`src/design/rgb_sobel_edge_magnitude_core_macros.svh`:
```
// assertion helpers for the rtl of rsem_back, sampled on clk and held off during rst
`ifndef RGB_SOBEL_EDGE_MAGNITUDE_CORE_MACROS_SVH
`define RGB_SOBEL_EDGE_MAGNITUDE_CORE_MACROS_SVH

// same-cycle implication
`define RSEM_ASSERT_NOW(lbl, ante, cons, msg) \
  lbl: assert property (@(posedge clk) disable iff (rst) (ante) |-> (cons)) else $error(msg);

// next-cycle implication
`define RSEM_ASSERT_NEXT(lbl, ante, cons, msg) \
  lbl: assert property (@(posedge clk) disable iff (rst) (ante) |=> (cons)) else $error(msg);

`endif

```
`src/design/rsem_pkg.sv`:
```
package rsem_pkg;

  // gray weights in q16, they add up to exactly 1.0
  localparam logic [23:0] W_FIRST  = 24'd19595;
  localparam logic [23:0] W_SECOND = 24'd38470;
  localparam logic [23:0] W_THIRD  = 24'd7471;

  localparam int          ROW_W      = 12;
  localparam int          OUT_COL_W  = 11;
  localparam int          GRAD_W     = 11;
  localparam logic [12:0] MAX_ROWS   = 13'd4096;
  localparam logic [7:0]  EDGE_SAT   = 8'd255;
  localparam int          QUEUE_DEPTH = 4;

  localparam logic [11:0] WIDTH_RESET  = 12'd640;
  localparam logic [12:0] HEIGHT_RESET = 13'd480;

  // register index as decoded from paddr[2]
  localparam logic REG_IMAGE_WIDTH  = 1'b0;
  localparam logic REG_IMAGE_HEIGHT = 1'b1;

  localparam logic KIND_PIXEL = 1'b0;
  localparam logic KIND_FLUSH = 1'b1;

  typedef struct packed {
    logic is_flush;
    logic row_zero;
    logic first_col;
    logic last_col;
    logic emit_a;
    logic emit_b;
    logic frame_last;
  } rsem_ctrl_t;

  localparam int CTRL_W = $bits(rsem_ctrl_t);

  typedef struct packed {
    logic [7:0] top;
    logic [7:0] mid;
    logic [7:0] bot;
  } rsem_col_t;

  // one line store word: newer row above older row
  typedef struct packed {
    logic [7:0] newer;
    logic [7:0] older;
  } rsem_word_t;

  function automatic logic [GRAD_W-1:0] grad_x(rsem_col_t l, rsem_col_t r);
    logic [GRAD_W-1:0] sl;
    logic [GRAD_W-1:0] sr;
    sl = {3'd0, l.top} + {2'd0, l.mid, 1'b0} + {3'd0, l.bot};
    sr = {3'd0, r.top} + {2'd0, r.mid, 1'b0} + {3'd0, r.bot};
    return sr - sl;
  endfunction

  function automatic logic [GRAD_W-1:0] grad_y(rsem_col_t l, rsem_col_t c, rsem_col_t r);
    logic [GRAD_W-1:0] st;
    logic [GRAD_W-1:0] sb;
    st = {3'd0, l.top} + {2'd0, c.top, 1'b0} + {3'd0, r.top};
    sb = {3'd0, l.bot} + {2'd0, c.bot, 1'b0} + {3'd0, r.bot};
    return sb - st;
  endfunction

  // saturated half of |gx| + |gy|, gradients in two's complement
  function automatic logic [7:0] edge_mag(logic [GRAD_W-1:0] gx, logic [GRAD_W-1:0] gy);
    logic [GRAD_W-1:0] ax;
    logic [GRAD_W-1:0] ay;
    logic [GRAD_W:0]   s;
    ax = gx[GRAD_W-1] ? (~gx + 1'b1) : gx;
    ay = gy[GRAD_W-1] ? (~gy + 1'b1) : gy;
    s  = {1'b0, ax} + {1'b0, ay};
    return (s[GRAD_W:1] > {3'd0, EDGE_SAT}) ? EDGE_SAT : s[8:1];
  endfunction

endpackage

```
`src/design/rsem_front.sv`:
```
module rsem_front #(
  parameter int MAX_WIDTH = 2048,
  localparam int AW = $clog2(MAX_WIDTH)
) (
  input  logic                       clk,
  input  logic                       rst,
  input  logic [11:0]                image_width,
  input  logic [12:0]                image_height,
  input  logic                       in_valid,
  input  logic                       room,
  input  logic                       in_kind,
  input  logic [7:0]                 in_first,
  input  logic [7:0]                 in_second,
  input  logic [7:0]                 in_third,
  output logic                       push,
  output rsem_pkg::rsem_ctrl_t       cmd_ctrl,
  output logic [7:0]                 cmd_gray,
  output logic [AW-1:0]              cmd_addr0,
  output logic [AW-1:0]              cmd_addr1,
  output logic [AW-1:0]              cmd_addr2,
  output logic [AW-1:0]              cmd_col,
  output logic [rsem_pkg::ROW_W-1:0] cmd_row
);

  logic [AW-1:0]              pixel_col;
  logic [AW-1:0]              pixel_col_next;
  logic [rsem_pkg::ROW_W-1:0] pixel_row;
  logic [rsem_pkg::ROW_W-1:0] pixel_row_next;
  logic [AW-1:0]              drain_col;
  logic [AW-1:0]              drain_col_next;
  logic                       draining;
  logic                       draining_next;

  logic                       accept;
  logic [AW-1:0]              col_lim;
  logic [rsem_pkg::ROW_W-1:0] row_lim;
  logic [23:0]                gray_sum;
  logic [AW-1:0]              x0, x1, x2;
  logic                       drain_end;
  logic                       row_end;
  logic                       frame_end;

  assign accept = in_valid && room;

  always_comb begin
    if (image_width == '0) begin
      col_lim = '0;
    end else if ({20'd0, image_width} > 32'(MAX_WIDTH)) begin
      col_lim = AW'(MAX_WIDTH - 1);
    end else begin
      col_lim = AW'(image_width - 12'd1);
    end
    if (image_height == '0) begin
      row_lim = '0;
    end else if (image_height > rsem_pkg::MAX_ROWS) begin
      row_lim = '1;
    end else begin
      row_lim = rsem_pkg::ROW_W'(image_height - 13'd1);
    end
  end

  assign gray_sum = rsem_pkg::W_FIRST * {16'd0, in_first}
                  + rsem_pkg::W_SECOND * {16'd0, in_second}
                  + rsem_pkg::W_THIRD * {16'd0, in_third};

  // drain window columns, clamped to the current row end
  always_comb begin
    x1 = (drain_col > col_lim) ? col_lim : drain_col;
    x0 = (x1 != '0) ? x1 - AW'(1) : '0;
    x2 = (x1 < col_lim) ? x1 + AW'(1) : col_lim;
  end

  assign drain_end = drain_col >= col_lim;
  assign row_end   = pixel_col >= col_lim;
  assign frame_end = pixel_row >= row_lim;

  always_comb begin
    cmd_ctrl = '0;
    cmd_gray = gray_sum[23:16];
    if (in_kind == rsem_pkg::KIND_FLUSH) begin
      push                = accept && draining;
      cmd_ctrl.is_flush   = 1'b1;
      cmd_ctrl.emit_b     = 1'b1;
      cmd_ctrl.frame_last = drain_end;
      cmd_addr0           = x0;
      cmd_addr1           = x1;
      cmd_addr2           = x2;
      cmd_col             = drain_col;
      cmd_row             = pixel_row;
    end else begin
      push               = accept && !draining;
      cmd_ctrl.row_zero  = pixel_row == '0;
      cmd_ctrl.first_col = pixel_col == '0;
      cmd_ctrl.last_col  = row_end;
      cmd_ctrl.emit_a    = (pixel_col != '0) && (pixel_row != '0);
      cmd_ctrl.emit_b    = row_end && (pixel_row != '0);
      cmd_addr0          = pixel_col;
      cmd_addr1          = pixel_col;
      cmd_addr2          = pixel_col;
      cmd_col            = pixel_col;
      cmd_row            = pixel_row - 1'b1;
    end
  end

  always_comb begin
    pixel_col_next = pixel_col;
    pixel_row_next = pixel_row;
    drain_col_next = drain_col;
    draining_next  = draining;
    if (push) begin
      if (in_kind == rsem_pkg::KIND_FLUSH) begin
        if (drain_end) begin
          draining_next  = 1'b0;
          drain_col_next = '0;
          pixel_row_next = '0;
          pixel_col_next = '0;
        end else begin
          drain_col_next = drain_col + AW'(1);
        end
      end else if (row_end) begin
        pixel_col_next = '0;
        if (frame_end) begin
          draining_next  = 1'b1;
          drain_col_next = '0;
        end else begin
          pixel_row_next = pixel_row + 1'b1;
        end
      end else begin
        pixel_col_next = pixel_col + AW'(1);
      end
    end
  end

  always_ff @(posedge clk) begin
    if (rst) begin
      pixel_col <= '0;
      pixel_row <= '0;
      drain_col <= '0;
      draining  <= 1'b0;
    end else begin
      pixel_col <= pixel_col_next;
      pixel_row <= pixel_row_next;
      drain_col <= drain_col_next;
      draining  <= draining_next;
    end
  end

endmodule

```
`config.mk`:
```
export PLATFORM = sky130hd
export DESIGN_NAME = rsem_front
export DESIGN_NICKNAME = d
export VERILOG_FILES = /design/src/design/rgb_sobel_edge_magnitude_core_macros.svh /design/src/design/rsem_pkg.sv /design/src/design/rsem_front.sv
export SDC_FILE = /design/constraint.sdc
export NUM_CORES = 1
export LEC_CHECK = 0
export BUFFER_PORTS_ARGS = -buffer_cell sky130_fd_sc_hd__buf_2
export CAP_MARGIN = 30
export CORE_ASPECT_RATIO = 0.8
export CORE_MARGIN = 4
export CORE_UTILIZATION = 40
export CTS_CLUSTER_DIAMETER = 80
export DETAILED_ROUTE_END_ITERATION = 10
export PLACE_DENSITY_LB_ADDON = 0.2
export SYNTH_ARGS = -nofsm -noshare
export SYNTH_HDL_FRONTEND = slang
export SYNTH_SLANG_ARGS = --single-unit
```
`constraint.sdc`:
```
create_clock -name clk -period 8 [get_ports clk]
set_input_delay 0.4 -clock clk [delete_from_list [all_inputs] [get_ports clk]]
set_output_delay 0.4 -clock clk [all_outputs]
set_load 0.05 [all_outputs]
```
Yosys cells after proc, flatten, opt, wreduce, memory -nomap -nowiden
Cells that the tools add are included.
- logic and storage cells: 77
- bits of input ports: 54
- output and inout bits: 72
- register bits after elaboration: 35
- reductions and logical operators: 19
- eq/ne operators: 2
- multipliers: 3
- muxes and demuxes: 32
- magnitude comparators: 7
- add/sub/neg operators: 10
- operator list (cell ; number):
    two-way mux 11 bit ; 16
    two-way mux 12 bit ; 7
    multiplier 15 x 8 -> 23 bit, first input constant ; 2
    adder 11 x 1 -> 11 bit, second input constant ; 3
    adder 23 x 24 -> 24 bit ; 1
    adder 24 x 21 -> 24 bit ; 1
    zero test 12 bit ; 2
    subtractor 12 x 1 -> 12 bit, second input constant ; 2
    greater-or-equal comparator 11 bit ; 2
    nonzero test 11 bit ; 2
    subtractor 11 x 1 -> 11 bit, second input constant ; 2
    multiplier 13 x 8 -> 21 bit, first input constant ; 1
    greater-than comparator 13 bit, second input constant ; 1
    zero test 13 bit ; 1
    adder 12 x 1 -> 12 bit, second input constant ; 1
    greater-or-equal comparator 12 bit ; 1
    greater-than comparator 12 bit, second input constant ; 1
    nonzero test 12 bit ; 1
    greater-than comparator 11 bit ; 1
    zero test 11 bit ; 1
    < comparator 11 bit ; 1
    two-way mux 1 bit ; 8
    AND reduction 4 bit ; 2
    logical AND 1 bit ; 5
    other kinds (7) ; 8

Depth between registers and ports, before layout
- depth in word-level cells: 8
- mapped depth: 29
- gate-level depth less buffers: 29

Worst setup path after synthesis
Ideal clock, no wire load.
- kind: input to output
- from: input in_second[5]
- to: output cmd_gray[6]
- stages: 27
- data required time: 7600 ps
- slack: 67 ps
- data arrival time: 7533 ps
- path through: ha_1 inv_1 fa_1 fa_1 inv_1 ha_1 and3b_1 o21a_1 o21ai_0 nand2_1 and3_1 a311oi_1 xnor2_1 fa_1 fa_1 inv_1 fa_1 fa_1 inv_1 ha_1 nand2_1 o21ai_0 a21oi_1 nor2b_1 o41ai_1 o2111ai_1 xor2_1
- word-level cells in the longest chain between the ends: 3
- ends and longest elaborated chain (what ; RTL line ; source):
    from (decl) ; rsem_front.sv:13 ; input logic [7:0] in_second,
    multiplier 15 x 8 -> 23 bit ; rsem_front.sv:63 ; + rsem_pkg::W_SECOND * {16'd0, in_second}
    adder 23 x 24 -> 24 bit ; rsem_front.sv:63 ;
    adder 24 x 21 -> 24 bit ; rsem_front.sv:64 ; + rsem_pkg::W_THIRD * {16'd0, in_third};
    to (decl) ; rsem_front.sv:17 ; output logic [7:0] cmd_gray,
No other way between the ends.

Worst setup path in the final report
- from: input in_second[5]
- to: output cmd_gray[7]
The elaborated chain is that of the path after synthesis.

==> reports/metrics.csv <==
metric,value,unit
synth_most_common_cell,inv_1,
n_fill_cell,2699,
cts_sinks,35,
cpMostUsedCell,fa_1,
insertedDiodeCount,0,
max_clock_freq,0.129,GHz
cp-end-kind,output pin,
initial_core_util,0.406,
drc,0,
viasPerCell,5.19,
r2r_slack,4.65,ns
reg2reg_depth,9,
cts_buffer_depth,2,
clock_latency,0.29,ns
setup_viol,0,
cap_viol_max_count,0,
r2r_start,drain_col[4]$_SDFFE_PP0P_,
coreArea,26300,µm²
ys_seq_area_frac,0.0657,
die_height,154,µm
hold_start,rst,
grt_pass1_wl,47500,µm
arrival,7.34,ns
dp_cells,1755,
met1_length,14900,µm
hold_depth,2,
slew_headroom,0.442,
grtUsageTotal,0.198,
regToRegEndpoint,pixel_row[11]$_SDFFE_PP0P_,
post_synth.cell_area_avg,8.28,µm²
whs_endpoint,pixel_row[0]$_SDFFE_PP0P_,
gr-total-overflow,0,
period_share,0.968,
routed.top_layer,met4,
area_growth,13.3,%
worst_slew_pin_slew,0.835,ns
ys_top_cells_by_area,"ha_1 (25%), fa_1 (22%), inv_1 (8.7%)",
dr_wl_met3,1710,µm
yosysTopAreaCell,ha_1,
drv_slew,0,
layoutNonFillerInstCount,1769,
grt_max_degree,47,
nets,1794,
critPathRequiredTime,7.60,ns
yosys_warnings,0,
synth_edf_count,0,
drt_iter0_drc,498,
synth_cells,1287,
cp_max_fo,5,
gp_congestion,0.921,
finalInstanceArea,12100,µm²
syn-cell-area,10700,µm²
ant_nets,0,
place_hpwl,24800,µm
root_buffer,clkbuf_16,
hold_viol,0,
cts_inserted_buffers,5,
synth.top_cell.area_share,0.248,
finClkSkew,0.00669,ns
crit_type,input pin to output pin,
wl_per_cell,16.4,µm
cts_tree,done,
antenna_found_initial,0,
drive_above_1_share,0.143,
cts_max_level,2,
die_w,191,µm
min_period,7.74,ns
cpMaxStageDelayCell,fa_1,
status,"complete, no violations",
first_pass_iters,5,
io_buffers,125,
synth_cell_types,79,
placed_area,11700,µm²
num_rows,53,
hold_class,input pin to register,
ys_ff_latch,35,
routed_wl,29100,µm
async_flop_share,0,
cp-start-kind,input pin,
grt_pass1_vias,9024,
slowest_delay,0.54,ns
syn_nets,1670,
wl_met2,12100,µm
ctsHoldBuffers,0,
die_area,29300,µm²
yosys-top-cells-count,"inv_1 (247), ha_1 (211), fa_1 (118)",
vias,9181,
cts.clk_slew.worst_paths,0.06,ns
ios,126,
synth_flop_cell,dfxtp_1,
repair_timing:
item	4_1_cts	5_1_grt
resized for setup	5	17
endpoints found under the setup margin	4	6
pin swaps	2	15
setup buffers	2	4
critical path: cells and delay by family:
kind,cells,cell delay (ns)
XOR/XNOR,2,0.42
AO/OA/AOI/OAI,9,1.66
buffers and inverters,8,0.87
AND/OR/NAND/NOR,4,0.54
adder cells (fa/ha/maj),9,3.45
cells in the final DEF, fill, tap and decap left out, types with 5 or more instances in the layout:
cell	instances
o21ai_1	15
or3_1	13
nor2b_1	5
or4_1	6
nand2b_1	6
xnor2_1	42
or2_2	7
dfxtp_1	35
mux2i_1	8
ha_1	207
a21oi_1	55
nor3_1	31
clkbuf_16	5
and3_1	6
nand3_1	30
nand4_1	17
buf_2	122
fa_1	117
nand2_1	101
o211ai_1	9
o21a_1	11
buf_4	23
o31ai_1	9
nor4_1	16
o21ai_0	33
mux2_2	5
inv_1	246
nor2_1	86
a21o_1	12
o31a_1	6
xor2_1	32
cells by family (layout without fill, tap and decap cells):
| logic type | after synthesis | in the layout | synth area share |
|---|---|---|---|
| adders and majority gates | 330 | 330 | 0.470 |
| buffers and inverters | 279 | 404 | 0.0992 |
| AOI/OAI and AO/OA | 195 | 195 | 0.118 |
| xor gates and xnor gates | 75 | 75 | 0.0629 |
| muxes | 15 | 15 | 0.0163 |
| and+or+nand+nor | 358 | 358 | 0.167 |
| DFF | 35 | 35 | 0.0657 |
routing by layer:
layer  global-route usage  vias up
met5                    0        -
met4               0.0256        0
met3               0.0318       24
met2                0.294      253
met1                0.311     4337
li1                     -     4567
registers in the layout, summed over array words and instances, names as in the netlist:
signal     flops
drain_col     11
pixel_col     11
draining       1
pixel_row     12
area by class of cell:
class,instances,area [µm²],share of cell area
well taps,357,447,0.0370
repair buffers,148,810,0.0670
multi-input cells,973,9000,0.745
clock inverters,2,60.1,0.00497
flip-flops and latches,35,701,0.0580
clock buffers,6,129,0.0107
inverters,248,931,0.0771
metrics by stage:
step | utilization | setup TNS [ns] | setup slack, ns | hold slack [ns]
after global placement | 0.447 | -0.295 | -0.153 | 0.477
after floorplan | - | 0 | 0.0674 | 0.460
final | 0.460 | 0 | 0.255 | 0.371
after global routing | 0.460 | -0.154 | -0.0682 | 0.383
after detailed placement | 0.447 | -0.856 | -0.307 | 0.480
after CTS | 0.455 | 0 | 0.00473 | 0.363
how the worst max path moves through the flow:
stage / start / endpoint / slack, ns
after floorplan: in_second[5] / cmd_gray[6] / 0.07
after global placement: in_second[5] / cmd_gray[7] / -0.15
after detailed placement: in_second[5] / cmd_gray[7] / -0.31
after CTS: in_second[5] / cmd_gray[7] / 0.005
after global routing: in_second[5] / cmd_gray[7] / -0.07
final: in_second[5] / cmd_gray[7] / 0.26
Power is not shown: default switching activity piles up to over one toggle a cycle in this logic, so the estimate is an artifact.
