<file path="src/design/rgb_sobel_edge_magnitude_core_macros.svh">
// assertion helpers for the rtl of rsem_back, sampled on clk and held off during rst
`ifndef RGB_SOBEL_EDGE_MAGNITUDE_CORE_MACROS_SVH
`define RGB_SOBEL_EDGE_MAGNITUDE_CORE_MACROS_SVH

// same-cycle implication
`define RSEM_ASSERT_NOW(lbl, ante, cons, msg) \
  lbl: assert property (@(posedge clk) disable iff (rst) (ante) |-> (cons)) else $error(msg);

// next-cycle implication
`define RSEM_ASSERT_NEXT(lbl, ante, cons, msg) \
  lbl: assert property (@(posedge clk) disable iff (rst) (ante) |=> (cons)) else $error(msg);

`endif

</file>
<file path="src/design/rsem_pkg.sv">
package rsem_pkg;

  // gray weights in q16, they add up to exactly 1.0
  localparam logic [23:0] W_FIRST  = 24'd19595;
  localparam logic [23:0] W_SECOND = 24'd38470;
  localparam logic [23:0] W_THIRD  = 24'd7471;

  localparam int          ROW_W      = 12;
  localparam int          OUT_COL_W  = 11;
  localparam int          GRAD_W     = 11;
  localparam logic [12:0] MAX_ROWS   = 13'd4096;
  localparam logic [7:0]  EDGE_SAT   = 8'd255;
  localparam int          QUEUE_DEPTH = 4;

  localparam logic [11:0] WIDTH_RESET  = 12'd640;
  localparam logic [12:0] HEIGHT_RESET = 13'd480;

  // register index as decoded from paddr[2]
  localparam logic REG_IMAGE_WIDTH  = 1'b0;
  localparam logic REG_IMAGE_HEIGHT = 1'b1;

  localparam logic KIND_PIXEL = 1'b0;
  localparam logic KIND_FLUSH = 1'b1;

  typedef struct packed {
    logic is_flush;
    logic row_zero;
    logic first_col;
    logic last_col;
    logic emit_a;
    logic emit_b;
    logic frame_last;
  } rsem_ctrl_t;

  localparam int CTRL_W = $bits(rsem_ctrl_t);

  typedef struct packed {
    logic [7:0] top;
    logic [7:0] mid;
    logic [7:0] bot;
  } rsem_col_t;

  // one line store word: newer row above older row
  typedef struct packed {
    logic [7:0] newer;
    logic [7:0] older;
  } rsem_word_t;

  function automatic logic [GRAD_W-1:0] grad_x(rsem_col_t l, rsem_col_t r);
    logic [GRAD_W-1:0] sl;
    logic [GRAD_W-1:0] sr;
    sl = {3'd0, l.top} + {2'd0, l.mid, 1'b0} + {3'd0, l.bot};
    sr = {3'd0, r.top} + {2'd0, r.mid, 1'b0} + {3'd0, r.bot};
    return sr - sl;
  endfunction

  function automatic logic [GRAD_W-1:0] grad_y(rsem_col_t l, rsem_col_t c, rsem_col_t r);
    logic [GRAD_W-1:0] st;
    logic [GRAD_W-1:0] sb;
    st = {3'd0, l.top} + {2'd0, c.top, 1'b0} + {3'd0, r.top};
    sb = {3'd0, l.bot} + {2'd0, c.bot, 1'b0} + {3'd0, r.bot};
    return sb - st;
  endfunction

  // saturated half of |gx| + |gy|, gradients in two's complement
  function automatic logic [7:0] edge_mag(logic [GRAD_W-1:0] gx, logic [GRAD_W-1:0] gy);
    logic [GRAD_W-1:0] ax;
    logic [GRAD_W-1:0] ay;
    logic [GRAD_W:0]   s;
    ax = gx[GRAD_W-1] ? (~gx + 1'b1) : gx;
    ay = gy[GRAD_W-1] ? (~gy + 1'b1) : gy;
    s  = {1'b0, ax} + {1'b0, ay};
    return (s[GRAD_W:1] > {3'd0, EDGE_SAT}) ? EDGE_SAT : s[8:1];
  endfunction

endpackage

</file>
<file path="src/design/rsem_queue.sv">
module rsem_queue #(
  parameter int WIDTH = 8
) (
  input  logic             clk,
  input  logic             rst,
  input  logic             push,
  input  logic [WIDTH-1:0] push_data,
  output logic             room,
  input  logic             pop,
  output logic             head_valid,
  output logic [WIDTH-1:0] head_data
);

  localparam int DEPTH = rsem_pkg::QUEUE_DEPTH;
  localparam int PW    = $clog2(DEPTH);

  logic [WIDTH-1:0] slots [DEPTH];
  logic [PW-1:0]    wr_ptr;
  logic [PW-1:0]    rd_ptr;
  logic [PW:0]      count;

  assign room       = count != (PW+1)'(DEPTH);
  assign head_valid = count != '0;
  assign head_data  = slots[rd_ptr];

  always_ff @(posedge clk) begin
    if (rst) begin
      wr_ptr <= '0;
      rd_ptr <= '0;
      count  <= '0;
    end else begin
      if (push) begin
        wr_ptr <= wr_ptr + 1'b1;
      end
      if (pop) begin
        rd_ptr <= rd_ptr + 1'b1;
      end
      case ({push, pop})
        2'b10:   count <= count + 1'b1;
        2'b01:   count <= count - 1'b1;
        default: count <= count;
      endcase
    end
  end

  always_ff @(posedge clk) begin
    if (push) begin
      slots[wr_ptr] <= push_data;
    end
  end

endmodule

</file>
<file path="config.mk">
export PLATFORM = sky130hd
export DESIGN_NAME = rsem_queue
export DESIGN_NICKNAME = d
export VERILOG_FILES = /design/src/design/rgb_sobel_edge_magnitude_core_macros.svh /design/src/design/rsem_pkg.sv /design/src/design/rsem_queue.sv
export SDC_FILE = /design/constraint.sdc
export NUM_CORES = 1
export LEC_CHECK = 0
export ABC_CLOCK_PERIOD_IN_PS = 2500
export BUFFER_PORTS_ARGS = -buffer_cell sky130_fd_sc_hd__buf_2
export CORE_MARGIN = 8
export CORE_UTILIZATION = 40
export DETAILED_ROUTE_END_ITERATION = 7
export GPL_TIMING_DRIVEN = 1
export SYNTH_ARGS = -nofsm -noshare
export SYNTH_HDL_FRONTEND = slang
export SYNTH_SLANG_ARGS = --single-unit
</file>
<file path="constraint.sdc">
create_clock -name clk -period 2.5 [get_ports clk]
set_clock_uncertainty 0.1 [all_clocks]
set_input_delay 0.375 -clock clk [delete_from_list [all_inputs] [get_ports clk]]
set_output_delay 0.375 -clock clk [all_outputs]
set_load 0.02 [all_outputs]
</file>
Yosys cells after proc, flatten, opt, wreduce, memory -nomap -nowiden
Memory sizes are Yosys's and may differ from the RTL's. A register that Yosys moved wholly into a read port is not among the register bits.
Index checks and enable logic that the tools add are counted.
{"block": "totals", "wordCells": 18, "input_bits": 12, "output_inout_bits": 10, "ramBits": 32, "memories": 1, "ff_bits": 7}
{"memory": "slots", "words": 4, "word_bits": 8, "read_ports": 1, "rd_ports_with_merged_regs": 1, "write_ports": 1, "line_no": "rsem_queue.sv:17", "text": "logic [WIDTH-1:0] slots [DEPTH];"}
{"block": "op_classes", "reduce_logical": 2, "n_addsub": 4, "eq_ne": 3, "muxes": 5}
{"op": "$pmux W3 S2", "count": 1}
{"op": "$add A2 B1 Y2 const B", "count": 2}
{"op": "$mux W2", "count": 2}
{"op": "$add A3 B1 Y3 const B", "count": 1}
{"op": "$ne A3 B3 Y1 const B", "count": 1}
{"op": "$reduce_bool A3 Y1", "count": 1}
{"op": "$sub A3 B1 Y3 const B", "count": 1}
{"op": "$eq A2 B1 Y1 const B", "count": 1}
{"op": "$eq A2 B2 Y1 const B", "count": 1}
{"op": "$mux W1", "count": 2}
{"op": "$reduce_bool A2 Y1", "count": 1}

Longest topological paths before layout
Gate-level depths: netlist of run 1.
{"block": "logic_depth", "word_depth": 3, "ltp_mapped": 7, "depth_no_buf": 7}

Worst setup path before layout of run 1
OpenSTA, ideal clock, no wires.
{"block": "synth_path", "path_kind": "input-to-reg", "from": "in push", "to": "reg count[2]", "t_required_ps": 2330, "path_buffers": 0, "t_arrival_ps": 1554, "setup_time_ps": 70, "stages": 7, "path_slack_ps": 777, "path_cell_list": "inv_1 ha_1 inv_1 fa_1 xor2_1 or3_1 a21oi_1"}
{"block": "synth_via", "elab_chain_len": 2, "elab_cells_between_ends": 4, "cone_classes": "2 x eq/ne; 1 x mux; 1 x reduce/logical"}
{"element": "from (decl)", "line_no": "rsem_queue.sv:6", "text": "input logic push,"}
{"element": "$eq A2 B1 Y1 or $eq A2 B2 Y1 (tied branches)", "line_no": "rsem_queue.sv:38", "text": "case ({push, pop})"}
{"element": "$pmux W3 S2 or $reduce_bool A2 Y1 (tied branches)"}
{"element": "to (signal assigned)", "line_no": "rsem_queue.sv:39", "text": "2'b10: count <= count + 1'b1;"}
{"element": "to (signal assigned)", "line_no": "rsem_queue.sv:40", "text": "2'b01: count <= count - 1'b1;"}
{"element": "to (signal assigned)", "line_no": "rsem_queue.sv:41", "text": "default: count <= count;"}
{"element": "to (decl)", "line_no": "rsem_queue.sv:20", "text": "logic [PW:0] count;"}
Several ways; a longest one is shown, not always the timed one.
A chain may end at the register's enable or synchronous reset.

==> results of run 1 <==
==> cell families (layout without fill, tap and decap cells) <==
logic type,count (synthesis),count (layout),synth area share [%]
AND/OR/NAND/NOR,16,16,4.791
buffers and inverters,9,34,2.749
XOR/XNOR,5,5,2.750
multiplexers,9,9,11.94
adder cells (fa/ha/maj),6,6,5.185
AO/OA/AOI/OAI,3,3,0.9424
flip-flops,41,41,71.64
==> power by group <==
group | total, mW | switching (mW) | internal, mW
registers | 0.804 | 0.0277 | 0.777
logic | 0.176 | 0.0981 | 0.0783
clock network | 0.380 | 0.192 | 0.188
==> per-layer routing <==
| layer | vias up | share of wire [%] | GRT usage [%] |
|---|---|---|---|
| met5 | - | 0 | 0 |
| met4 | 0 | 1.6 | 4.444 |
| met3 | 4 | 7.5 | 4.628 |
| met2 | 19 | 50 | 15.12 |
| li1 | 375 | - | - |
| met1 | 392 | 41 | 8.994 |
==> placed cells by master (no fill, tap or decap) <==
master | Yosys | final
mux2i_1 | 1 | 1
clkbuf_8 | 0 | 5
ha_1 | 5 | 5
buf_2 | 0 | 21
clkinv_1 | 0 | 1
fa_1 | 1 | 1
nand2_1 | 1 | 1
clkbuf_1 | 0 | 1
xnor2_1 | 2 | 2
dfxtp_1 | 9 | 9
inv_1 | 6 | 6
nand3_1 | 1 | 1
nor2_1 | 8 | 8
o21ai_0 | 1 | 1
mux4_2 | 8 | 8
or3_1 | 2 | 2
xor2_1 | 3 | 3
edfxtp_1 | 32 | 32
and2_1 | 4 | 4
a21oi_1 | 2 | 2
==> critical path: stages (launching register included) <==
cell and delay [ns]:
dfxtp_1 0.68, mux4_2 0.59, buf_2 0.18
==> through the flow <==
step                power (mW)  hold slack [ns]  util [%]
finish                   1.361           0.2058     46.39
global route             1.426           0.1944     46.39
CTS                      1.381           0.1952     46.39
detailed placement       1.002           0.4079     44.44
global placement        0.9940           0.3909     44.44
floorplan               0.9408           0.3663         -
==> registers in the layout, summed over array words and instances (netlist names), named ones only <==
register	cells
slots	32
count	3
wr_ptr	2
rd_ptr	2
==> how the worst min path moves through the flow <==
stage / endpoint / depth (start not counted) / slack (ns)
after floorplan: count[2] / 2 / 0.37
after global routing: slots[2][3] / 1 / 0.19
final: slots[3][3] / 1 / 0.21
after detailed placement: count[1] / 2 / 0.41
after CTS: slots[3][3] / 1 / 0.20
after global placement: count[2] / 2 / 0.39
==> cell type report <==
type	count	area share, %
flip-flops and latches	41	62.85
multi-input cells	39	22.47
repair buffers	21	5.789
clock buffers	6	3.997
well taps	50	3.446
inverters	6	1.241
clock inverters	1	0.2068
==> results.sh, run 1 <==
export IMPL_antenna_found_initial=0
export IMPL_fillCellCount=369
export IMPL_worstMarginPinSlew_ns=0.5646
export IMPL_cts_buffers=5
export IMPL_ys_top_cells_by_count="edfxtp_1, dfxtp_1, mux4_2, nor2_1, inv_1"
export IMPL_synth_edf_count=32
export IMPL_clk_latency_ns=0.28
export IMPL_vias_per_cell=4.817
export IMPL_gp_congestion=0.6344
export IMPL_routed_wl_um=2503
export IMPL_hold_viol_final=0
export IMPL_synth_top_area_share_pct=60.33
export IMPL_dpl_cell_count=157
export IMPL_vdd_drop_max_v=0.0003667
export IMPL_first_global_vias=894
export IMPL_antenna_cells=0
export IMPL_layout_nets=132
export IMPL_drc=0
export IMPL_drive_gt1_share_pct=29.82
export IMPL_synth_most_common_cell="edfxtp_1"
export IMPL_hpwl_um=1867
export IMPL_clk_pin_slew_ns=0.07
export IMPL_die_area_mm2=0.006257
export IMPL_layout_worst_path_cycle_share_pct=88.18
export IMPL_synth_area_top_cells="edfxtp_1, dfxtp_1, mux4_2"
export IMPL_vias=790
export IMPL_worstPathRequired_ns=2.03
export IMPL_leakagePower_nw=0.6518
export IMPL_min_delay_start="push_data[3]"
export IMPL_root_buffer="clkbuf_8"
export IMPL_async_reset_ff_share_pct=0
export IMPL_r2r_start="count[0]"
export IMPL_wl_per_cell_um=15.26
export IMPL_ys_seq_elements=41
export IMPL_status="completed"
export IMPL_ys_flop_type="edfxtp_1"
export IMPL_synth_distinct_cells=18
export IMPL_cts_tree="done"
export IMPL_slew_headroom_pct=62.31
export IMPL_syn_inst=89
export IMPL_area_delta_synth_final_pct=13.98
export IMPL_yosysWarnings=0
export IMPL_cts_repair_resized=0
export IMPL_setup_viol=0
export IMPL_finish_instance_area_mm2=0.001815
export IMPL_clockBufferDepth=2
export IMPL_place_area_mm2=0.001739
export IMPL_synth_seq_area_share_pct=71.64
export IMPL_synth_fp_nets=107
export IMPL_endpoint_kind="primary output"
export IMPL_arrival_ns=1.73
export IMPL_reg2reg_depth=5
export IMPL_grt_setup_unrepaired="false"
export IMPL_r2r_slack_ns=0.85
export IMPL_seq_area_mm2=0.001141
export IMPL_syn_area_per_cell_um2=17.90
export IMPL_endpoint="head_data[5]"
export IMPL_startpoint_type="flop"
export IMPL_numClockSinks=41
export IMPL_powerDensity_mw_per_mm2=749.4
export IMPL_r2r_end="count[2]"
export IMPL_drt_iter0_markers=21
export IMPL_htreeDepth=2
export IMPL_dieWidth_um=79.10
export IMPL_ant_nets=0
export IMPL_grt_pass1_wl_um=4146
export IMPL_multiInputGateArea_um2=407.9
export IMPL_ios=22
export IMPL_post_place_ws_ns=0.5118
export IMPL_fmax_mhz=453.6
export IMPL_setup_ws_ns=0.2954
export IMPL_fin_crit_ns=2.205
export IMPL_grt_usage_pct=9.006
export IMPL_initial_core_util_pct=40.70
export IMPL_yosysTopAreaCell="edfxtp_1"
export IMPL_coreArea_mm2=0.003914
export IMPL_io_buffers=21
export IMPL_overflow=0
export IMPL_cts_setup_buffers=0
export IMPL_drv_slew=0
export IMPL_dr_pass1_iters=4
export IMPL_grt_max_degree=12
export IMPL_fp_row_count=23
export IMPL_fin_tns_setup_ns=0
export IMPL_criticalPathCategory="flop to primary output"
export IMPL_synth_area_mm2=0.001593
export IMPL_instances_no_fill=164
export IMPL_die_y_um=79.10
export IMPL_hold_path_class="primary input to flop"
export IMPL_ctsHoldBuffers=0
export IMPL_cp_max_fo=8
export IMPL_maxCapViolations=0
(Power assumes the default switching activity.)
==> run 2, diff against run 1 <==
ABC_CLOCK_PERIOD_IN_PS = 1900   (was 2500)
clock period = 1.9 ns   (was 2.5 ns; I/O delays follow)
==> run 2 against run 1 <==
Compared with the run above:
- setup slack lost 0.23 ns
- combinational power grew 50%
- sequential cell count is the same
- critical endpoint is now head_data[7]
- global-route usage grew 0.20 points
- final cell count grew 1.8%
==> results.sh, run 2 (same netlist as run 1, synthesis figures left out) <==
export IMPL_setup_viol=0
export IMPL_ctsHoldBuffers=0
export IMPL_htreeDepth=2
export IMPL_numClockSinks=41
export IMPL_final_cell_mix="edfxtp_1, buf_2, mux4_2, nor2_1, dfxtp_1"
export IMPL_hold_path_class="primary input to flop"
export IMPL_clockBufferDepth=2
export IMPL_worstMarginPinSlew_ns=0.4413
export IMPL_die_y_um=79.10
export IMPL_cts_tree="done"
export IMPL_ios=22
export IMPL_total_power_mw=1.843
export IMPL_hold_viol_final=0
export IMPL_startpoint_type="flop"
export IMPL_status="completed"
export IMPL_ant_nets=0
export IMPL_fin_tns_setup_ns=0
export IMPL_clk_latency_ns=0.29
export IMPL_vdd_drop_max_v=0.0004884
export IMPL_overflow=0
export IMPL_antenna_found_initial=0
export IMPL_endpoint_kind="primary output"
export IMPL_root_buffer="clkbuf_8"
export IMPL_grt_usage_pct=9.206
export IMPL_grt_setup_unrepaired="false"
export IMPL_drive_gt1_share_pct=32.48
export IMPL_dr_pass1_iters=4
export IMPL_maxCapViolations=0
export IMPL_layout_nets=134
export IMPL_routed_wl_um=2523
export IMPL_wl_per_cell_um=15.11
export IMPL_coreArea_mm2=0.003914
export IMPL_largest_register_ffs=32
export IMPL_gp_congestion=0.6532
export IMPL_worstPathRequired_ns=1.51
export IMPL_initial_core_util_pct=40.70
export IMPL_fmax_mhz=544.3
export IMPL_clk_pin_slew_ns=0.08
export IMPL_layout_worst_path_cycle_share_pct=96.69
export IMPL_dpl_cell_count=159
export IMPL_largestRegisters="slots x32, count x3"
export IMPL_vias=788
export IMPL_dieWidth_um=79.10
export IMPL_first_global_vias=937
export IMPL_layout_cells_most_common="edfxtp_1"
export IMPL_vias_per_cell=4.719
export IMPL_grt_max_degree=14
export IMPL_grt_pass1_wl_um=4291
export IMPL_antenna_cells=0
export IMPL_drv_slew=0
export IMPL_criticalPathCategory="flop to primary output"
export IMPL_hpwl_um=1792
export IMPL_area_delta_synth_final_pct=16.89
export IMPL_fin_util_pct=47.57
export IMPL_cts_buffers=5
export IMPL_leakagePower_nw=0.6694
export IMPL_io_buffers=21
export IMPL_fillCellCount=385
export IMPL_powerDensity_mw_per_mm2=990.0
export IMPL_hold_slack_ns=0.1088
export IMPL_drc=0
export IMPL_cp_max_fo=8
export IMPL_regMostFlops="slots"
export IMPL_arrival_ns=1.45
export IMPL_fp_row_count=23
export IMPL_instances_no_fill=167
export IMPL_fin_crit_ns=1.837
export IMPL_slew_headroom_pct=70.58
export IMPL_drt_iter0_markers=43
export IMPL_die_area_mm2=0.006257
[run 2: critical path: stages (launching register included)]
cell and delay (ns):
dfxtp_2 0.33, buf_6 0.16, mux4_2 0.51, buf_2 0.17
[run 2: cell type report]
| class | count | area [µm²] | share of cell area, % |
|---|---|---|---|
| Sequential cell | 41 | 1142 | 61.36 |
| Tap cell | 50 | 62.56 | 3.360 |
| Inverter | 6 | 22.52 | 1.210 |
| Clock buffer | 6 | 72.57 | 3.898 |
| Timing Repair Buffer | 23 | 142.6 | 7.661 |
| Multi-Input combinational cell | 39 | 407.9 | 21.91 |
| Clock inverter | 2 | 11.26 | 0.6048 |
[run 2: timing repair]
action | 4_1_cts | 5_1_grt
resized for setup | 1 | 7
cloned | 0 | 0
setup endpoints to repair | 6 | 4
setup buffers | 0 | 0
hold endpoints to repair | 0 | 0
[run 2: metal layers]
layer  wire [µm]  vias to the layer above  track usage, %
met4          49                        0           5.370
met1        1060                      390           9.659
met5           0                        -               0
met2        1253                       17           15.12
met3         160                        5           3.950
li1            -                      376               -
[run 2: per-stage QoR]
step	setup slack, ns	cell area [µm²]
floorplan	0.2665	1593
global placement	0.1227	1754
detailed placement	0.03304	1754
CTS	0.01779	1842
global route	0.008735	1862
finish	0.06281	1862
[run 2: report_power, final]
part           internal (mW)  switching [mW]  leakage, nW
Sequential              1.02          0.0268        0.368
Combinational          0.121           0.143        0.262
Clock                  0.254           0.277       0.0388
[run 2: worst paths after layout]
| kind | start | end | slack, ns | depth (start not counted) |
|---|---|---|---|---|
| worst max-delay path | flop | head_data[7] | 0.06 | 3 |
| worst min-delay path | push_data[0] | slots[3][0] | 0.11 | 1 |
| worst max register to register | count[0] | count[2] | 0.24 | 5 |
| worst min register to register | count[2] | count[2] | 0.42 | 2 |
==> run 3, diff against run 2 <==
CORE_UTILIZATION = 50   (was 40)
MAX_ROUTING_LAYER = met4   (was not set)
PLACE_DENSITY = 0.74   (was not set)
==> run 3 against run 2 <==
Compared with the run above:
- the flow now finishes with violations (setup timing)
- clock-buffer cell count fell by 1
- clock power up 28%
- utilization up 15 points
- critical path depth is the same
- global-route usage grew 1.6 points
- final cell count is 3.6% lower
- first-iteration DRC count up 21%
- sequential cell count unchanged
- fmax down 3.3%
- sequential share of layout area shrank 1.6 points
- setup slack worse by 0.063 ns
- total power up 9.6%
- largest cell class unchanged
==> results.sh, run 3 (same netlist as run 1, synthesis figures left out) <==
export IMPL_layout_cells_most_common="edfxtp_1"
export IMPL_worstPathRequired_ns=1.51
export IMPL_vias_per_cell=5.199
export IMPL_clk_pin_slew_ns=0.12
export IMPL_min_delay_start="push_data[1]"
export IMPL_r2r_end="count[2]"
export IMPL_die_y_um=72.44
export IMPL_arrival_ns=1.52
export IMPL_drt_iter0_markers=52
export IMPL_cp_max_fo=8
export IMPL_highest_layer="met4"
export IMPL_dr_wl_met2_um=1245
export IMPL_slew_headroom_pct=69.54
export IMPL_holdPathStages=1
export IMPL_criticalPathCategory="flop to primary output"
export IMPL_hold_viol_final=0
export IMPL_r2r_slack_ns=0.20
export IMPL_drt_met1_wl_um=1108
export IMPL_drc=0
export IMPL_grt_max_degree=14
export IMPL_total_power_mw=2.021
export IMPL_r2r_start="count[0]"
export IMPL_wl_per_cell_um=15.90
export IMPL_place_area_mm2=0.001759
export IMPL_reg2reg_depth=5
export IMPL_worstMarginPinSlew_ns=0.4568
export IMPL_hold_path_class="primary input to flop"
export IMPL_hpwl_um=1779
export IMPL_clockBufferDepth=2
export IMPL_routed_wl_um=2560
export IMPL_fmax_mhz=526.1
export IMPL_drive_gt1_share_pct=35.04
export IMPL_fin_tns_setup_ns=-0.0006504
export IMPL_layout_nets=134
export IMPL_vdd_drop_max_v=0.0005139
export IMPL_regMostFlops="slots"
export IMPL_dpl_cell_count=153
export IMPL_setup_viol=1
export IMPL_root_buffer="clkbuf_4"
export IMPL_leakagePower_nw=0.6994
export IMPL_clk_latency_ns=0.33
export IMPL_overflow=0
export IMPL_ctsHoldBuffers=0
export IMPL_ios=22
export IMPL_grt_setup_unrepaired="true"
export IMPL_initial_core_util_pct=52.17
export IMPL_fin_crit_ns=1.901
export IMPL_cts_setup_buffers=0
export IMPL_cts_buffers=5
export IMPL_final_cell_mix="edfxtp_1, buf_2, mux4_2, nor2_1, buf_6"
export IMPL_cts_repair_resized=17
export IMPL_startpoint_type="flop"
export IMPL_ant_nets=0
export IMPL_grt_usage_pct=10.78
export IMPL_violations="setup timing"
export IMPL_endpoint_kind="primary output"
export IMPL_fp_row_count=20
export IMPL_largest_register_ffs=32
export IMPL_hold_end="slots[0][1]"
export IMPL_layout_worst_path_cycle_share_pct=100.0
export IMPL_dr_pass1_iters=4
export IMPL_coreArea_mm2=0.003053
export IMPL_area_delta_synth_final_pct=20.19
export IMPL_die_area_mm2=0.005248
export IMPL_fillCellCount=250
export IMPL_maxCapViolations=0
export IMPL_instances_no_fill=161
export IMPL_setup_ws_ns=-0.0006504
export IMPL_cts_tree="done"
export IMPL_htreeDepth=2
export IMPL_vias=837
export IMPL_numClockSinks=41
export IMPL_io_buffers=21
export IMPL_gp_congestion=0.6578
export IMPL_status="finished with violations"
export IMPL_drv_slew=0
export IMPL_dr_wl_met3_um=168
export IMPL_antenna_found_initial=0
export IMPL_dieWidth_um=72.44
export IMPL_fin_util_pct=62.70
export IMPL_grt_pass1_wl_um=4036
export IMPL_first_global_vias=855
export IMPL_largestRegisters="slots x32, count x3"
export IMPL_finish_instance_area_mm2=0.001914
export IMPL_powerDensity_mw_per_mm2=1056
export IMPL_antenna_cells=0
[run 3: per-layer routing]
layer | vias to the layer above | GRT usage (%)
li1 | 382 | -
met4 | 0 | 6.000
met2 | 23 | 16.35
met3 | 5 | 4.132
met1 | 427 | 12.02
met5 | - | -
[run 3: report_power, final]
| part | leakage, nW | internal (mW) | switching, mW | total [mW] |
|---|---|---|---|---|
| Sequential | 0.369 | 1.02 | 0.0290 | 1.05 |
| Combinational | 0.275 | 0.143 | 0.147 | 0.291 |
| Clock | 0.0552 | 0.407 | 0.272 | 0.679 |
[run 3: worst max-delay path by stage]
stage | startpoint | end | slack (ns)
after floorplan | push | count[2] | 0.27
after global placement | push | count[2] | 0.12
after detailed placement | push | count[2] | 0.06
after CTS | flop | head_data[6] | -0.02
after global routing | flop | head_data[7] | -0.05
final | flop | head_data[7] | -0.0007
[run 3: worst max-delay path: stages, from the launching register on]
cell	delay, ns
dfxtp_2	0.36
buf_12	0.14
mux4_2	0.53
buf_6	0.15
[run 3: metrics by stage]
stage	hold slack [ns]	setup WS, ns
final	0.05499	-0.0006504
after global routing	0.02532	-0.05198
after CTS	0.02786	-0.01858
after detailed placement	0.4048	0.05769
after global placement	0.3779	0.1243
after floorplan	0.2839	0.2665
[run 3: final cells by class]
class	instances	area, µm²	area share, %
clock buffers	5	37.54	1.961
clock inverters	3	65.06	3.399
inverters	6	22.52	1.176
multi-input cells	39	407.9	21.31
flip-flops and latches	41	1144	59.74
well taps	44	55.05	2.876
repair buffers	23	182.7	9.542
